--- config.mk ---
export PLATFORM = sky130hd
export DESIGN_NAME = postfix_stack_evaluator_flat
export DESIGN_NICKNAME = d
export VERILOG_FILES = /design/src/rtl/pse_pkg.sv /design/src/rtl/pse_if.sv /design/src/rtl/postfix_stack_evaluator.sv /design/src/rtl/pse_front.sv /design/src/rtl/pse_div.sv /design/src/rtl/pse_back.sv /design/src/flat_wrapper.sv
export SDC_FILE = /design/constraint.sdc
export NUM_CORES = 2
export LEC_CHECK = 0
export BUFFER_PORTS_ARGS = -buffer_cell sky130_fd_sc_hd__buf_2
export CELL_PAD_IN_SITES_DETAIL_PLACEMENT = 1
export CELL_PAD_IN_SITES_GLOBAL_PLACEMENT = 1
export CORE_ASPECT_RATIO = 1.2
export CORE_UTILIZATION = 54
export DETAILED_ROUTE_END_ITERATION = 6
export GPL_TIMING_DRIVEN = 0
export PLACE_DENSITY = 0.81
export SLEW_MARGIN = 25
export SYNTH_ARGS = -nofsm -noshare
export SYNTH_HDL_FRONTEND = slang
export SYNTH_SLANG_ARGS = --single-unit
--- constraint.sdc ---
create_clock -name clk -period 11.6 [get_ports clk]
set_clock_uncertainty 0.15 [all_clocks]
set_input_delay 0 -clock clk [delete_from_list [all_inputs] [get_ports clk]]
set_output_delay 0 -clock clk [all_outputs]
set_load 0.01 [all_outputs]
--- src/rtl/pse_pkg.sv ---
`timescale 1ns / 1ps
// ----------------------------------------------------------------------------
// pse_pkg
// Shared types, codes and sizes for the postfix stack evaluator.
// ----------------------------------------------------------------------------
package pse_pkg;

	localparam int STACK_DEPTH_DEF = 16;
	localparam int VAR_COUNT_DEF   = 32;

	localparam logic [31:0] UNDEF_ROW = 32'h8000_0001;

	localparam logic [2:0] REQ_LIT  = 3'd0;
	localparam logic [2:0] REQ_VAR  = 3'd1;
	localparam logic [2:0] REQ_OP   = 3'd2;
	localparam logic [2:0] REQ_GOTO = 3'd3;
	localparam logic [2:0] REQ_EOL  = 3'd4;

	typedef enum logic [2:0] {
		K_LIT, K_VAR, K_OP, K_GOTO, K_EOL
	} kind_t;

	typedef enum logic [4:0] {
		OP_ASSIGN, OP_LOR, OP_LAND, OP_BOR, OP_XOR, OP_BAND, OP_EQ, OP_NEQ,
		OP_SHL, OP_SHR, OP_LEQ, OP_LT, OP_GEQ, OP_GT, OP_ADD, OP_SUB,
		OP_MUL, OP_DIV, OP_MOD
	} op_t;

	typedef enum logic [2:0] {
		ST_OK, ST_GOTO, ST_EMPTY, ST_UNDER, ST_OVER, ST_DIVZ, ST_NONVAR
	} status_t;

	typedef enum logic [3:0] {
		S_CLR, S_IDLE, S_OP1, S_OP2, S_OP3, S_MUL, S_DIV, S_EOL1, S_EOL2
	} state_t;

	// token after classification; value holds literal, variable index or goto row
	typedef struct packed {
		kind_t       kind;
		logic [31:0] value;
		op_t         op;
		logic [16:0] nrow;
	} item_t;

	typedef struct packed {
		logic        is_var;
		logic [31:0] val;
	} entry_t;

	typedef struct packed {
		logic        start;
		logic [31:0] a;
		logic [31:0] b;
	} div_req_t;

	typedef struct packed {
		logic        busy;
		logic        done;
		logic [31:0] quo;
		logic [31:0] rem;
	} div_rsp_t;

endpackage

--- src/rtl/pse_if.sv ---
`timescale 1ns / 1ps
// ----------------------------------------------------------------------------
// pse_req_if / pse_rsp_if
// Token and result channels with valid/ready handshake.
// ----------------------------------------------------------------------------
interface pse_req_if;
	logic        valid;
	logic        ready;
	logic [2:0]  req_type;
	logic signed [31:0] literal_value;
	logic [4:0]  var_index;
	logic [4:0]  op_code;
	logic [15:0] current_row;

	modport source (output valid, req_type, literal_value, var_index, op_code,
		current_row, input ready);
	modport sink (input valid, req_type, literal_value, var_index, op_code,
		current_row, output ready);
endinterface

interface pse_rsp_if;
	logic        valid;
	logic        ready;
	logic signed [31:0] result_value;
	logic signed [31:0] next_row;
	logic [2:0]  status;

	modport source (output valid, result_value, next_row, status, input ready);
	modport sink (input valid, result_value, next_row, status, output ready);
endinterface

--- src/rtl/postfix_stack_evaluator.sv ---
`timescale 1ns / 1ps
// ----------------------------------------------------------------------------
// postfix_stack_evaluator
// Postfix token evaluator with operand stack and variable file.
//
//   channel  dir  word
//   req      in   one token: type, literal, variable index, operator, row
//   rsp      out  one line result: value, next row, status
//
// pushes, gotos and ends of empty lines are done in the idle state, an end
// of line passes EOL1 and EOL2, operators pass OP1, OP2 and OP3, mul then
// MUL and div/mod then DIV, waiting on the bit-serial divider. after reset
// the variable file is cleared, one entry per cycle, before tokens execute.
// a two-entry queue decouples token intake from execution; execution
// waits while an earlier result sits untaken in the output register.
// ----------------------------------------------------------------------------
module postfix_stack_evaluator #(
	parameter int STACK_DEPTH = pse_pkg::STACK_DEPTH_DEF,
	parameter int VAR_COUNT   = pse_pkg::VAR_COUNT_DEF
) (
	input  logic     clk,
	input  logic     arst_n,
	pse_req_if.sink  req,
	pse_rsp_if.source rsp
);
	import pse_pkg::*;

	logic  q_valid;
	item_t q_item;
	logic  q_pop;

	pse_front #(
		.VAR_COUNT (VAR_COUNT)
	) u_front (
		.clk     (clk),
		.arst_n  (arst_n),
		.req     (req),
		.q_valid (q_valid),
		.q_item  (q_item),
		.q_pop   (q_pop)
	);

	pse_back #(
		.STACK_DEPTH (STACK_DEPTH),
		.VAR_COUNT   (VAR_COUNT)
	) u_back (
		.clk     (clk),
		.arst_n  (arst_n),
		.q_valid (q_valid),
		.q_item  (q_item),
		.q_pop   (q_pop),
		.rsp     (rsp)
	);

endmodule

--- src/rtl/pse_front.sv ---
`timescale 1ns / 1ps
// ----------------------------------------------------------------------------
// pse_front
// Accepts tokens, drops unknown ones, decodes and queues them (two entries).
// ----------------------------------------------------------------------------
module pse_front #(
	parameter int VAR_COUNT = pse_pkg::VAR_COUNT_DEF
) (
	input  logic            clk,
	input  logic            arst_n,
	pse_req_if.sink         req,
	output logic            q_valid,
	output pse_pkg::item_t  q_item,
	input  logic            q_pop
);
	import pse_pkg::*;

	localparam int VIW = (VAR_COUNT > 1) ? $clog2(VAR_COUNT) : 1;

	logic [VIW-1:0] mod_tbl [32];
	item_t          dec;
	logic           keep;
	logic           push;
	item_t          mem_q [2];
	logic           wr_q;
	logic           rd_q;
	logic [1:0]     cnt_q;

	for (genvar g = 0; g < 32; g++) begin : g_mod
		localparam int M = g % VAR_COUNT;
		assign mod_tbl[g] = VIW'(M);
	end

	always_comb begin
		keep      = 1'b1;
		dec.kind  = K_LIT;
		dec.value = req.literal_value;
		dec.op    = op_t'(req.op_code);
		dec.nrow  = 17'(req.current_row) + 17'd1;
		case (req.req_type)
			REQ_LIT: dec.kind = K_LIT;
			REQ_VAR: begin
				dec.kind  = K_VAR;
				dec.value = 32'(mod_tbl[req.var_index]);
			end
			REQ_OP: begin
				dec.kind = K_OP;
				keep     = (req.op_code <= 5'(OP_MOD));
			end
			REQ_GOTO: begin
				dec.kind  = K_GOTO;
				dec.value = req.literal_value[31] ? UNDEF_ROW : req.literal_value;
			end
			REQ_EOL: dec.kind = K_EOL;
			default: keep = 1'b0;
		endcase
	end

	assign req.ready = (cnt_q != 2'd2);
	assign push      = req.valid && req.ready && keep;
	assign q_valid   = (cnt_q != 2'd0);
	assign q_item    = mem_q[rd_q];

	always_ff @(posedge clk) begin
		if (push)
			mem_q[wr_q] <= dec;
	end

	always_ff @(posedge clk or negedge arst_n) begin
		if (!arst_n) begin
			wr_q  <= 1'b0;
			rd_q  <= 1'b0;
			cnt_q <= 2'd0;
		end else begin
			if (push)
				wr_q <= ~wr_q;
			if (q_pop)
				rd_q <= ~rd_q;
			cnt_q <= cnt_q + 2'(push) - 2'(q_pop);
		end
	end

endmodule

--- src/rtl/pse_div.sv ---
`timescale 1ns / 1ps
// ----------------------------------------------------------------------------
// pse_div
// Signed 32-bit divider, one quotient bit per cycle.
// ----------------------------------------------------------------------------
module pse_div (
	input  logic              clk,
	input  logic              arst_n,
	input  pse_pkg::div_req_t dreq,
	output pse_pkg::div_rsp_t drsp
);
	import pse_pkg::*;

	logic        busy_q;
	logic        done_q;
	logic [4:0]  cnt_q;
	logic [31:0] rem_q;
	logic [31:0] quo_q;
	logic [31:0] den_q;
	logic        neg_q;
	logic        sa_q;
	logic [32:0] shifted;
	logic [32:0] trial;

	assign shifted = {rem_q, quo_q[31]};
	assign trial   = shifted - {1'b0, den_q};

	always_ff @(posedge clk) begin
		if (dreq.start) begin
			rem_q <= '0;
			quo_q <= dreq.a[31] ? -dreq.a : dreq.a;
			den_q <= dreq.b[31] ? -dreq.b : dreq.b;
			neg_q <= dreq.a[31] ^ dreq.b[31];
			sa_q  <= dreq.a[31];
		end else if (busy_q) begin
			rem_q <= trial[32] ? shifted[31:0] : trial[31:0];
			quo_q <= {quo_q[30:0], ~trial[32]};
		end
	end

	always_ff @(posedge clk or negedge arst_n) begin
		if (!arst_n) begin
			busy_q <= 1'b0;
			done_q <= 1'b0;
			cnt_q  <= '0;
		end else begin
			done_q <= 1'b0;
			if (dreq.start) begin
				busy_q <= 1'b1;
				cnt_q  <= '0;
			end else if (busy_q) begin
				cnt_q <= cnt_q + 5'd1;
				if (cnt_q == 5'd31) begin
					busy_q <= 1'b0;
					done_q <= 1'b1;
				end
			end
		end
	end

	assign drsp.busy = busy_q;
	assign drsp.done = done_q;
	assign drsp.quo  = neg_q ? -quo_q : quo_q;
	assign drsp.rem  = sa_q ? -rem_q : rem_q;

	a_no_restart: assert property (@(posedge clk) disable iff (!arst_n)
		dreq.start |-> !busy_q)
		else $error("divider started while busy");

endmodule

--- src/rtl/pse_back.sv ---
`timescale 1ns / 1ps
// ----------------------------------------------------------------------------
// pse_back
// Executes queued tokens on the operand stack and variable file.
// ----------------------------------------------------------------------------
module pse_back #(
	parameter int STACK_DEPTH = pse_pkg::STACK_DEPTH_DEF,
	parameter int VAR_COUNT   = pse_pkg::VAR_COUNT_DEF
) (
	input  logic           clk,
	input  logic           arst_n,
	input  logic           q_valid,
	input  pse_pkg::item_t q_item,
	output logic           q_pop,
	pse_rsp_if.source      rsp
);
	import pse_pkg::*;

	localparam int AW  = $clog2(STACK_DEPTH);
	localparam int CW  = $clog2(STACK_DEPTH + 1);
	localparam int VIW = (VAR_COUNT > 1) ? $clog2(VAR_COUNT) : 1;

	state_t      state_q, state_nxt;
	logic [CW-1:0] count_q, count_nxt;
	logic        skip_q, skip_nxt;

	entry_t      stk_mem [STACK_DEPTH];
	entry_t      stk_rd_q;
	logic        stk_we;
	logic [AW-1:0] stk_waddr, stk_raddr;
	entry_t      stk_wdata;

	logic [31:0] var_mem [VAR_COUNT];
	logic [31:0] var_rd_q;
	logic        var_we;
	logic [VIW-1:0] var_waddr, var_raddr;
	logic [31:0] var_wdata;
	logic [VIW-1:0] clr_q;

	entry_t      re_q, le_q;
	logic [31:0] r_q;
	op_t         op_q;
	logic [16:0] nrow_q;
	logic [31:0] mul_q;
	logic        is_mod_q;

	logic [CW-1:0] cnt_m1, cnt_m2;
	logic [31:0] lv;
	logic [31:0] alu;
	logic        out_free;
	logic        emit;
	logic [31:0] emit_val, emit_row;
	status_t     emit_st;
	logic        out_valid_q;
	logic [31:0] out_val_q, out_row_q;
	status_t     out_st_q;

	div_req_t    dreq;
	div_rsp_t    drsp;

	pse_div u_div (
		.clk    (clk),
		.arst_n (arst_n),
		.dreq   (dreq),
		.drsp   (drsp)
	);

	assign cnt_m1   = count_q - CW'(1);
	assign cnt_m2   = count_q - CW'(2);
	assign out_free = !out_valid_q || rsp.ready;
	assign lv       = le_q.is_var ? var_rd_q : le_q.val;

	always_comb begin
		case (op_q)
			OP_LOR:  alu = 32'((lv != 0) || (r_q != 0));
			OP_LAND: alu = 32'((lv != 0) && (r_q != 0));
			OP_BOR:  alu = lv | r_q;
			OP_XOR:  alu = lv ^ r_q;
			OP_BAND: alu = lv & r_q;
			OP_EQ:   alu = 32'(lv == r_q);
			OP_NEQ:  alu = 32'(lv != r_q);
			OP_SHL:  alu = lv << r_q[4:0];
			OP_SHR:  alu = $signed(lv) >>> r_q[4:0];
			OP_LEQ:  alu = 32'($signed(lv) <= $signed(r_q));
			OP_LT:   alu = 32'($signed(lv) < $signed(r_q));
			OP_GEQ:  alu = 32'($signed(lv) >= $signed(r_q));
			OP_GT:   alu = 32'($signed(lv) > $signed(r_q));
			OP_ADD:  alu = lv + r_q;
			OP_SUB:  alu = lv - r_q;
			default: alu = r_q;
		endcase
	end

	always_comb begin
		state_nxt  = state_q;
		count_nxt  = count_q;
		skip_nxt   = skip_q;
		q_pop      = 1'b0;
		stk_we     = 1'b0;
		stk_waddr  = count_q[AW-1:0];
		stk_wdata  = '{is_var: 1'b0, val: alu};
		stk_raddr  = cnt_m1[AW-1:0];
		var_we     = 1'b0;
		var_waddr  = clr_q;
		var_wdata  = '0;
		var_raddr  = stk_rd_q.val[VIW-1:0];
		emit       = 1'b0;
		emit_val   = '0;
		emit_row   = 32'(nrow_q);
		emit_st    = ST_OK;
		dreq.start = 1'b0;
		dreq.a     = lv;
		dreq.b     = r_q;
		case (state_q)
			S_CLR: begin
				var_we = 1'b1;
				if (clr_q == VIW'(VAR_COUNT - 1))
					state_nxt = S_IDLE;
			end
			S_IDLE: begin
				emit_row = 32'(q_item.nrow);
				if (q_valid && out_free) begin
					q_pop = 1'b1;
					if (skip_q) begin
						if (q_item.kind == K_EOL)
							skip_nxt = 1'b0;
					end else begin
						case (q_item.kind)
							K_LIT, K_VAR: begin
								if (count_q == CW'(STACK_DEPTH)) begin
									emit      = 1'b1;
									emit_st   = ST_OVER;
									count_nxt = '0;
									skip_nxt  = 1'b1;
								end else begin
									stk_we    = 1'b1;
									stk_wdata = '{is_var: (q_item.kind == K_VAR),
										val: q_item.value};
									count_nxt = count_q + CW'(1);
								end
							end
							K_OP: begin
								if (count_q < CW'(2)) begin
									emit      = 1'b1;
									emit_st   = ST_UNDER;
									count_nxt = '0;
									skip_nxt  = 1'b1;
								end else begin
									state_nxt = S_OP1;
								end
							end
							K_GOTO: begin
								emit      = 1'b1;
								emit_st   = ST_GOTO;
								emit_row  = q_item.value;
								count_nxt = '0;
								skip_nxt  = 1'b1;
							end
							K_EOL: begin
								if (count_q == '0) begin
									emit    = 1'b1;
									emit_st = ST_EMPTY;
								end else begin
									state_nxt = S_EOL1;
								end
							end
							default: ;
						endcase
					end
				end
			end
			S_OP1: begin
				stk_raddr = cnt_m2[AW-1:0];
				state_nxt = S_OP2;
			end
			S_OP2: begin
				state_nxt = S_OP3;
			end
			S_OP3: begin
				stk_waddr = cnt_m2[AW-1:0];
				var_waddr = le_q.val[VIW-1:0];
				var_wdata = r_q;
				case (op_q)
					OP_ASSIGN: begin
						if (!le_q.is_var) begin
							emit      = 1'b1;
							emit_st   = ST_NONVAR;
							count_nxt = '0;
							skip_nxt  = 1'b1;
						end else begin
							var_we    = 1'b1;
							stk_we    = 1'b1;
							count_nxt = cnt_m1;
						end
						state_nxt = S_IDLE;
					end
					OP_MUL: state_nxt = S_MUL;
					OP_DIV, OP_MOD: begin
						if (r_q == '0) begin
							emit      = 1'b1;
							emit_st   = ST_DIVZ;
							count_nxt = '0;
							skip_nxt  = 1'b1;
							state_nxt = S_IDLE;
						end else begin
							dreq.start = 1'b1;
							state_nxt  = S_DIV;
						end
					end
					default: begin
						stk_we    = 1'b1;
						count_nxt = cnt_m1;
						state_nxt = S_IDLE;
					end
				endcase
			end
			S_MUL: begin
				stk_waddr = cnt_m2[AW-1:0];
				stk_we    = 1'b1;
				stk_wdata = '{is_var: 1'b0, val: mul_q};
				count_nxt = cnt_m1;
				state_nxt = S_IDLE;
			end
			S_DIV: begin
				stk_waddr = cnt_m2[AW-1:0];
				stk_wdata = '{is_var: 1'b0, val: is_mod_q ? drsp.rem : drsp.quo};
				if (drsp.done) begin
					stk_we    = 1'b1;
					count_nxt = cnt_m1;
					state_nxt = S_IDLE;
				end
			end
			S_EOL1: begin
				state_nxt = S_EOL2;
			end
			S_EOL2: begin
				emit      = 1'b1;
				emit_st   = ST_OK;
				emit_val  = re_q.is_var ? var_rd_q : re_q.val;
				count_nxt = '0;
				state_nxt = S_IDLE;
			end
			default: state_nxt = S_IDLE;
		endcase
	end

	// memories
	always_ff @(posedge clk) begin
		if (stk_we)
			stk_mem[stk_waddr] <= stk_wdata;
		stk_rd_q <= stk_mem[stk_raddr];
	end

	always_ff @(posedge clk) begin
		if (var_we)
			var_mem[var_waddr] <= var_wdata;
		var_rd_q <= var_mem[var_raddr];
	end

	// operand holding registers
	always_ff @(posedge clk) begin
		if (q_pop) begin
			op_q   <= q_item.op;
			nrow_q <= q_item.nrow;
		end
		if (state_q == S_OP1 || state_q == S_EOL1)
			re_q <= stk_rd_q;
		if (state_q == S_OP2) begin
			le_q <= stk_rd_q;
			r_q  <= re_q.is_var ? var_rd_q : re_q.val;
		end
		if (state_q == S_OP3) begin
			mul_q    <= lv * r_q;
			is_mod_q <= (op_q == OP_MOD);
		end
		if (emit) begin
			out_val_q <= emit_val;
			out_row_q <= emit_row;
			out_st_q  <= emit_st;
		end
	end

	always_ff @(posedge clk or negedge arst_n) begin
		if (!arst_n) begin
			state_q     <= S_CLR;
			count_q     <= '0;
			skip_q      <= 1'b0;
			clr_q       <= '0;
			out_valid_q <= 1'b0;
		end else begin
			state_q <= state_nxt;
			count_q <= count_nxt;
			skip_q  <= skip_nxt;
			if (state_q == S_CLR)
				clr_q <= clr_q + VIW'(1);
			if (emit)
				out_valid_q <= 1'b1;
			else if (rsp.ready)
				out_valid_q <= 1'b0;
		end
	end

	assign rsp.valid        = out_valid_q;
	assign rsp.result_value = out_val_q;
	assign rsp.next_row     = out_row_q;
	assign rsp.status       = out_st_q;

	a_skip_empty: assert property (@(posedge clk) disable iff (!arst_n)
		skip_q |-> count_q == '0)
		else $error("stack not empty while skipping");

	a_count_range: assert property (@(posedge clk) disable iff (!arst_n)
		count_q <= CW'(STACK_DEPTH))
		else $error("stack count beyond depth");

	a_div_alive: assert property (@(posedge clk) disable iff (!arst_n)
		state_q == S_DIV |-> drsp.busy || drsp.done)
		else $error("waiting on idle divider");

	a_emit_free: assert property (@(posedge clk) disable iff (!arst_n)
		emit |-> out_free)
		else $error("result overwritten before taken");

endmodule

--- src/flat_wrapper.sv ---
// flat-port wrapper written by rule: the top's interface ports become plain ports
module postfix_stack_evaluator_flat import pse_pkg::*;
#(
	parameter int STACK_DEPTH = pse_pkg::STACK_DEPTH_DEF,
	parameter int VAR_COUNT   = pse_pkg::VAR_COUNT_DEF
)
  (clk, arst_n, req_valid, req_req_type, req_literal_value, req_var_index, req_op_code, req_current_row, req_ready, rsp_valid, rsp_result_value, rsp_next_row, rsp_status, rsp_ready);
  pse_req_if req_i ();
  pse_rsp_if rsp_i ();
  input  logic clk;
  input  logic arst_n;
  input wire logic [$bits(req_i.valid)-1:0] req_valid;
  input wire logic [$bits(req_i.req_type)-1:0] req_req_type;
  input wire logic [$bits(req_i.literal_value)-1:0] req_literal_value;
  input wire logic [$bits(req_i.var_index)-1:0] req_var_index;
  input wire logic [$bits(req_i.op_code)-1:0] req_op_code;
  input wire logic [$bits(req_i.current_row)-1:0] req_current_row;
  output wire logic [$bits(req_i.ready)-1:0] req_ready;
  output wire logic [$bits(rsp_i.valid)-1:0] rsp_valid;
  output wire logic [$bits(rsp_i.result_value)-1:0] rsp_result_value;
  output wire logic [$bits(rsp_i.next_row)-1:0] rsp_next_row;
  output wire logic [$bits(rsp_i.status)-1:0] rsp_status;
  input wire logic [$bits(rsp_i.ready)-1:0] rsp_ready;
  assign req_i.valid = req_valid;
  assign req_i.req_type = req_req_type;
  assign req_i.literal_value = req_literal_value;
  assign req_i.var_index = req_var_index;
  assign req_i.op_code = req_op_code;
  assign req_i.current_row = req_current_row;
  assign req_ready = req_i.ready;
  assign rsp_valid = rsp_i.valid;
  assign rsp_result_value = rsp_i.result_value;
  assign rsp_next_row = rsp_i.next_row;
  assign rsp_status = rsp_i.status;
  assign rsp_i.ready = rsp_ready;
  postfix_stack_evaluator #(.STACK_DEPTH(STACK_DEPTH), .VAR_COUNT(VAR_COUNT)) u_core (.clk(clk), .arst_n(arst_n), .req(req_i), .rsp(rsp_i));
endmodule
Word level (Yosys, flattened, before mapping)
Memories as Yosys holds them, arrays and structs flattened. A register that Yosys moved wholly into a read port is not among the register bits.
Cells that the tools add are included.
{"block": "totals", "reg_bits": 345, "latchBits": 0, "mem_bits_rw": 1666, "romBits": 160, "in_bits": 65, "output_inout_bits": 69, "elab_cells": 262, "n_memories": 4}
{"name": "u_core.u_back.var_mem", "words": 32, "width": 32, "rd": 1, "rd_clocked_by_memory_dff": 1, "wr": 1, "line": "pse_back.sv:33", "source": "logic [31:0] var_mem [VAR_COUNT];"}
{"name": "u_core.u_back.stk_mem", "words": 16, "width": 33, "rd": 1, "rd_clocked_by_memory_dff": 1, "wr": 1, "line": "pse_back.sv:27", "source": "entry_t stk_mem [STACK_DEPTH];"}
{"name": "(name not given)", "words": 32, "width": 5, "rd": 1, "rd_clocked_by_memory_dff": 0, "wr": 0, "line": "pse_front.sv:44", "source": "dec.value = 32'(mod_tbl[req.var_index]);"}
{"name": "u_core.u_front.mem_q", "words": 2, "width": 57, "rd": 1, "rd_clocked_by_memory_dff": 0, "wr": 1, "line": "pse_front.sv:24", "source": "item_t mem_q [2];"}
{"block": "op_classes", "add_sub_neg": 15, "mul": 1, "div": 0, "n_lt_le_gt_ge": 7, "n_eq_ne": 53, "shift": 2, "n_mux": 109, "bitwise_logic": 11, "reduce_logical": 30}
{"cell": "case mux 32 bit (15 select lines)", "n": 1}
{"cell": "two-way mux 32 bit", "n": 11}
{"cell": "two-way mux 33 bit", "n": 4}
{"cell": "negation 32 bit", "n": 4}
{"cell": "case mux 33 bit (3 select lines)", "n": 1}
{"cell": "two-way mux 17 bit", "n": 4}
{"cell": "case mux 32 bit (2 select lines)", "n": 1}
{"cell": "nonzero test 32 bit", "n": 2}
{"cell": "two-way mux 5 bit", "n": 12}
{"cell": "== test 5 x 4 -> 1 bit (second input constant)", "n": 8}
{"cell": "two-way mux 1 bit", "n": 38}
{"cell": "subtractor 33 x 32 -> 33 bit", "n": 1}
{"cell": "adder 32 bit", "n": 1}
{"cell": "bitwise AND 32 bit", "n": 1}
{"cell": "== test 32 bit", "n": 1}
{"cell": ">= comparator 32 bit", "n": 1}
{"cell": "> comparator 32 bit", "n": 1}
{"cell": "less-or-equal comparator 32 bit", "n": 1}
{"cell": "zero test 32 bit", "n": 1}
{"cell": "< comparator 32 bit", "n": 1}
{"cell": "multiplier 32 x 32 -> 32 bit", "n": 1}
{"cell": "two-way mux 4 bit", "n": 8}
{"cell": "!= test 32 bit", "n": 1}
{"cell": "OR 32 bit", "n": 1}
{"cell": "other kinds (59)", "n": 122}

Logic depth before layout (Yosys ltp)
{"block": "logic_depth", "ltp_word": 9, "depth_mapped": 33, "mapped_depth_nobuf": 28}

Cells and area by module
From an unflattened synthesis, not the netlist that was laid out.
{"block": "unflattened", "hier_cells": 7563, "area_unflattened_um2": 107962.3}
{"mod": "pse_back", "n_inst": 1, "cells_per_inst": 6281, "area_per_inst_um2": 94505.6, "seq_area_each_um2": 54912.7}
{"mod": "pse_div", "n_inst": 1, "cells_per_inst": 997, "area_per_inst_um2": 8552.0, "seq_area_each_um2": 2797.7}
{"mod": "pse_front", "n_inst": 1, "cells_per_inst": 285, "area_per_inst_um2": 4904.7, "seq_area_each_um2": 3523.4}

Least setup slack after synthesis
Ideal clock, no wire load.
{"block": "synth_timing", "path_type": "reg2reg", "from": "register u_core.u_back.r_q[2]", "to": "register u_core.u_back.mul_q[30], data pin", "setup_time_ns": 0.258, "t_arrival_ns": 8.016, "required_ns": 11.192, "slack_ns": 3.176, "stages_incl_launch_ff": 28, "path_buffers": 5, "synth_period_minus_slack_ns": 8.424, "cell_sequence": "edfxtp_1 clkbuf_1 inv_1 clkbuf_1 clkbuf_1 buf_1 clkbuf_1 nor2_1 fa_1 inv_1 fa_1 fa_1 fa_1 inv_1 fa_1 inv_1 fa_1 inv_1 fa_1 fa_1 ha_1 a21oi_1 a2bb2oi_1 o21ai_0 o41ai_1 o2111ai_1 a21oi_1 xnor2_1"}
{"block": "synth_via", "elab_chain_len": 1}
{"item": "start, declared", "line": "pse_back.sv:41", "source": "logic [31:0] r_q;"}
{"item": "start signal, assigned", "line": "pse_back.sv:270", "source": "r_q <= re_q.is_var ? var_rd_q : re_q.val;"}
{"item": "multiplier 32 x 32 -> 32 bit", "line": "pse_back.sv:273", "source": "mul_q <= lv * r_q;"}
{"item": "end signal, assigned", "line": "pse_back.sv:273"}
{"item": "end, declared", "line": "pse_back.sv:44", "source": "logic [31:0] mul_q;"}
Every way passes these cells.
A chain may end at the register's enable or synchronous reset.

Worst setup path in the final report
{"block": "layout_timing", "from": "register u_core.u_back.le_q[32] (netlist name)", "to": "register u_core.u_back.mul_q[31], data pin"}
{"block": "layout_via", "elab_chain_len": 2}
{"item": "start, declared", "line": "pse_back.sv:40", "source": "entry_t re_q, le_q;"}
{"item": "start signal, assigned", "line": "pse_back.sv:269", "source": "le_q <= stk_rd_q;"}
{"item": "two-way mux 32 bit", "line": "pse_back.sv:71", "source": "assign lv = le_q.is_var ? var_rd_q : le_q.val;"}
{"item": "multiplier 32 x 32 -> 32 bit", "line": "pse_back.sv:273"}
Every way passes these cells.

==> qor.yml <==
floorplanning:
  core_area_sq_mm: 0.197
  fp-row-count: 178
  die_width_um: 409
  die_h_um: 491
  ios: 134
  dieArea_sq_mm: 0.201
  start_util_pct: 54.6
grt:
  grt_max_degree: 37
  grt_usage_pct: 51.2
  grt_pass1_vias: 82700
  grt_pass1_wl_mm: 696
  gr-total-overflow: 0
  grt_antenna_before_repair: 63
outcome:
  violations: "design-rule violations"
  status: "complete, but fails checks"
sta:
  grt_setup_unrepaired: "no"
  slew_headroom_pct: 14.0
  final-hold-violation-count: 0
  drv_slew: 0
  max_slew.worst_pin.slew_ns: 1.29
  setup_viol_count_final: 0
  min_period_ns: 11.39
  whs_ns: 0.116
  min_period_over_period_pct: 98.2
  timing.setup.tns_ns: 0
  max_clock_freq_ghz: 0.0878
synth:
  synth_mux_area_share_pct: 13.2
  syn_inst: 7566
  synth_top_family_by_area: "multiplexers"
  synthDistinctLibCells: 98
  yosys.area_share.xor_xnor_pct: 2.28
  synth_nets: 8310
  synth_edf_count: 1952
  synth-compound-area-share_pct: 6.43
  synth_top_cell_area_share_pct: 54.6
  synth-simple-area-share_pct: 6.81
  ys_seq_elements: 2076
  async_flop_share_pct: 1.30
  yosysSeqAreaShare_pct: 57.0
  netlist_top_cells_area: "edfxtp_1 (55%), mux4_2 (9.9%), fa_1 (7.7%), ha_1 (3.1%), nor2_1 (2.3%)"
  synth-main-ff-cell: "edfxtp_1"
  syn_area_sq_mm: 0.107
  synth_top_cell_by_area: "edfxtp_1"
  avgSynthCellArea_sq_um: 14.2
  synth_warnings: 0
  synthAdderAreaFrac_pct: 10.8
placement:
  dp_hpwl_mm: 343
  gp_congestion: 1.07
  port_buffers: 133
clocking:
  insertion_delay_ns: 0.94
  path_clk_slew_ns: 0.08
  cts_buffers: 193
  ctsLongestPathBuffers: 3
  cts.sinks: 2076
  root_buffer: "clkbuf_16"
  htree_levels: 4
  cts_tree: "built"
setup_path:
  cp-end-kind: "flip-flop"
  timing.rr.start: "u_core.u_back.le_q[32]"
  cp.required_ns: 12.00
  rr_worst_depth: 27
  crit_fanout: 10
  start_kind: "flip-flop"
  critPathSlowestCell: "xnor2_1"
  cpLargestDelayFamily: "adder cells"
  cp_slowest_stage_delay_ns: 0.77
  ff2ff_setup_slack_ns: 0.21
  arrival_ns: 11.80
  r2r-end: "u_core.u_back.mul_q[31]"
  crit_top_cell: "fa_1"
  worstPathBufferInverterCount: 8
  worstSetupPathType: "flip-flop to flip-flop"
  worst-path-stages: 27
finish:
  syn2layout_area_growth_pct: 15.8
  multi_input_area_sq_mm: 0.0435
  utilization_pct: 63.1
  final-seq-area_sq_mm: 0.0612
  fin_nets: 9000
  fillers: 18000
  drive_above_1_share_pct: 19.2
drt:
  drt_iter0_drc: 13100
  wl_mm: 513
  firstDrtPassIters: 7
  vias_per_cell: 7.32
  wl_per_cell_um: 46.3
  route.detailed.drc: 1
  ant_nets: 0
  num_vias: 81100
run:
  drv_cap: 0
worst_hold_path:
  hp-class: "input pin to async pin"
through the flow:
stage	cell area, sq um	instances	worst slack [ns]
after floorplan	107000	7566	3.18
after detailed placement	116000	10500	-0.270
final	124000	11100	0.205
after CTS	124000	11000	0.0905
after global placement	111000	10300	-1.99
after global routing	124000	11100	0.0663
placed cells by master (no fill, tap or decap), drive strengths merged, types with 121 or more instances in the layout:
cell         synthesis  routed
ha                 268     268
edfxtp            1952    1952
mux2i              211     211
buf                115     444
dlygate4sd3          0     142
inv                532     536
clkbuf             318     582
mux2               121     121
o21ai              352     352
xnor2              217     217
mux4               473     473
fa                 411     411
a21oi              286     286
nand2              521     521
nor2               652     652
synth_stat cells, drive strengths merged (26+ instances only):
| library cell | n |
|---|---|
| nand3 | 64 |
| edfxtp | 1952 |
| nor2 | 652 |
| or3 | 28 |
| o21ai | 352 |
| mux2 | 121 |
| clkbuf | 318 |
| fa | 411 |
| o22ai | 26 |
| nand2 | 521 |
| o211ai | 36 |
| a211oi | 63 |
| nor2b | 93 |
| nor4 | 33 |
| ha | 268 |
| a221oi | 30 |
| nand2b | 35 |
| o31ai | 43 |
| a31oi | 31 |
| xor2 | 63 |
| xnor2 | 217 |
| mux2i | 211 |
| and2 | 37 |
| nor3 | 79 |
| a21o | 36 |
| mux4 | 473 |
| buf | 115 |
| inv | 532 |
| a21oi | 286 |
| dfxtp | 97 |
| nand4 | 27 |
| dfrtp | 27 |
sequential cells by signal, indices dropped and copies added, names as in the netlist, 2 cells and up:
name,count
u_core.u_back.rsp.next_row,32
u_core.u_back.u_div.quo_q,32
u_core.u_back.state_q,4
u_core.u_back.u_div.den_q,32
u_core.u_back.u_div.rem_q,32
u_core.u_back.stk_mem,528
u_core.u_back.re_q,33
u_core.u_back.var_rd_q,32
u_core.u_back.clr_q,5
u_core.u_front.cnt_q,2
u_core.u_back.rsp.status,3
u_core.u_back.rsp.result_value,32
u_core.u_back.mul_q,32
u_core.u_back.stk_rd_q,33
u_core.u_back.le_q,33
u_core.u_back.r_q,32
u_core.u_back.u_div.cnt_q,5
u_core.u_back.var_mem,1024
u_core.u_back.count_q,5
u_core.u_front.mem_q,114
u_core.u_back.op_q,5
u_core.u_back.nrow_q,17
final cells by class:
cell class / instances / area share (%)
sequential: 2076 / 49.3
multi-input combinational: 4509 / 35.0
timing repair buffer: 495 / 4.45
clock buffer: 240 / 4.13
tap: 2610 / 2.63
inverter: 548 / 1.66
buffer: 433 / 1.47
clock inverter: 127 / 1.32
antenna: 46 / 0.0926
metal layers:
metal	wire length, um	global-route usage, %	vias to the layer above
met5	400	0	-
met4	55700	43.5	48
met3	63500	16.3	2571
met2	229000	77.4	8085
met1	164000	59.2	40900
li1	-	-	29500
how the worst max path moves through the flow:
stage                                start                       endpoint  slack, ns
global placement      u_core.u_back.r_q[0]  u_core.u_back.stk_mem[14][28]      -1.99
detailed placement    u_core.u_back.r_q[2]        u_core.u_back.mul_q[30]      -0.27
floorplan             u_core.u_back.r_q[2]        u_core.u_back.mul_q[30]       3.18
CTS                   u_core.u_back.r_q[2]        u_core.u_back.mul_q[30]       0.09
finish              u_core.u_back.le_q[32]        u_core.u_back.mul_q[31]       0.21
global route          u_core.u_back.r_q[2]        u_core.u_back.mul_q[30]       0.07
cells by family (layout without fill, tap and decap cells):
logic type / count (synthesis) / after routing
buf+inv: 981 / 1843
flops: 2076 / 2076
mux: 805 / 805
simple gates: 1644 / 1644
other cells: 0 / 46
fa+ha+maj: 680 / 680
xor+xnor: 280 / 280
compound gates: 1100 / 1100
timing repair:
action	CTS	global route
setup endpoints to repair	4	3
setup buffers	0	0
hold endpoints to repair	223	0
gates resized for setup	2	9
hold buffers	143	0
gates cloned	0	0
worst min-delay path: cells and delay by family:
family                 cells  cell delay [ns]
buffers and inverters      4             1.55
Power is left out: the tool's default activity adds up to more than one toggle a clock period on the data nets, which glitch-free logic cannot reach.
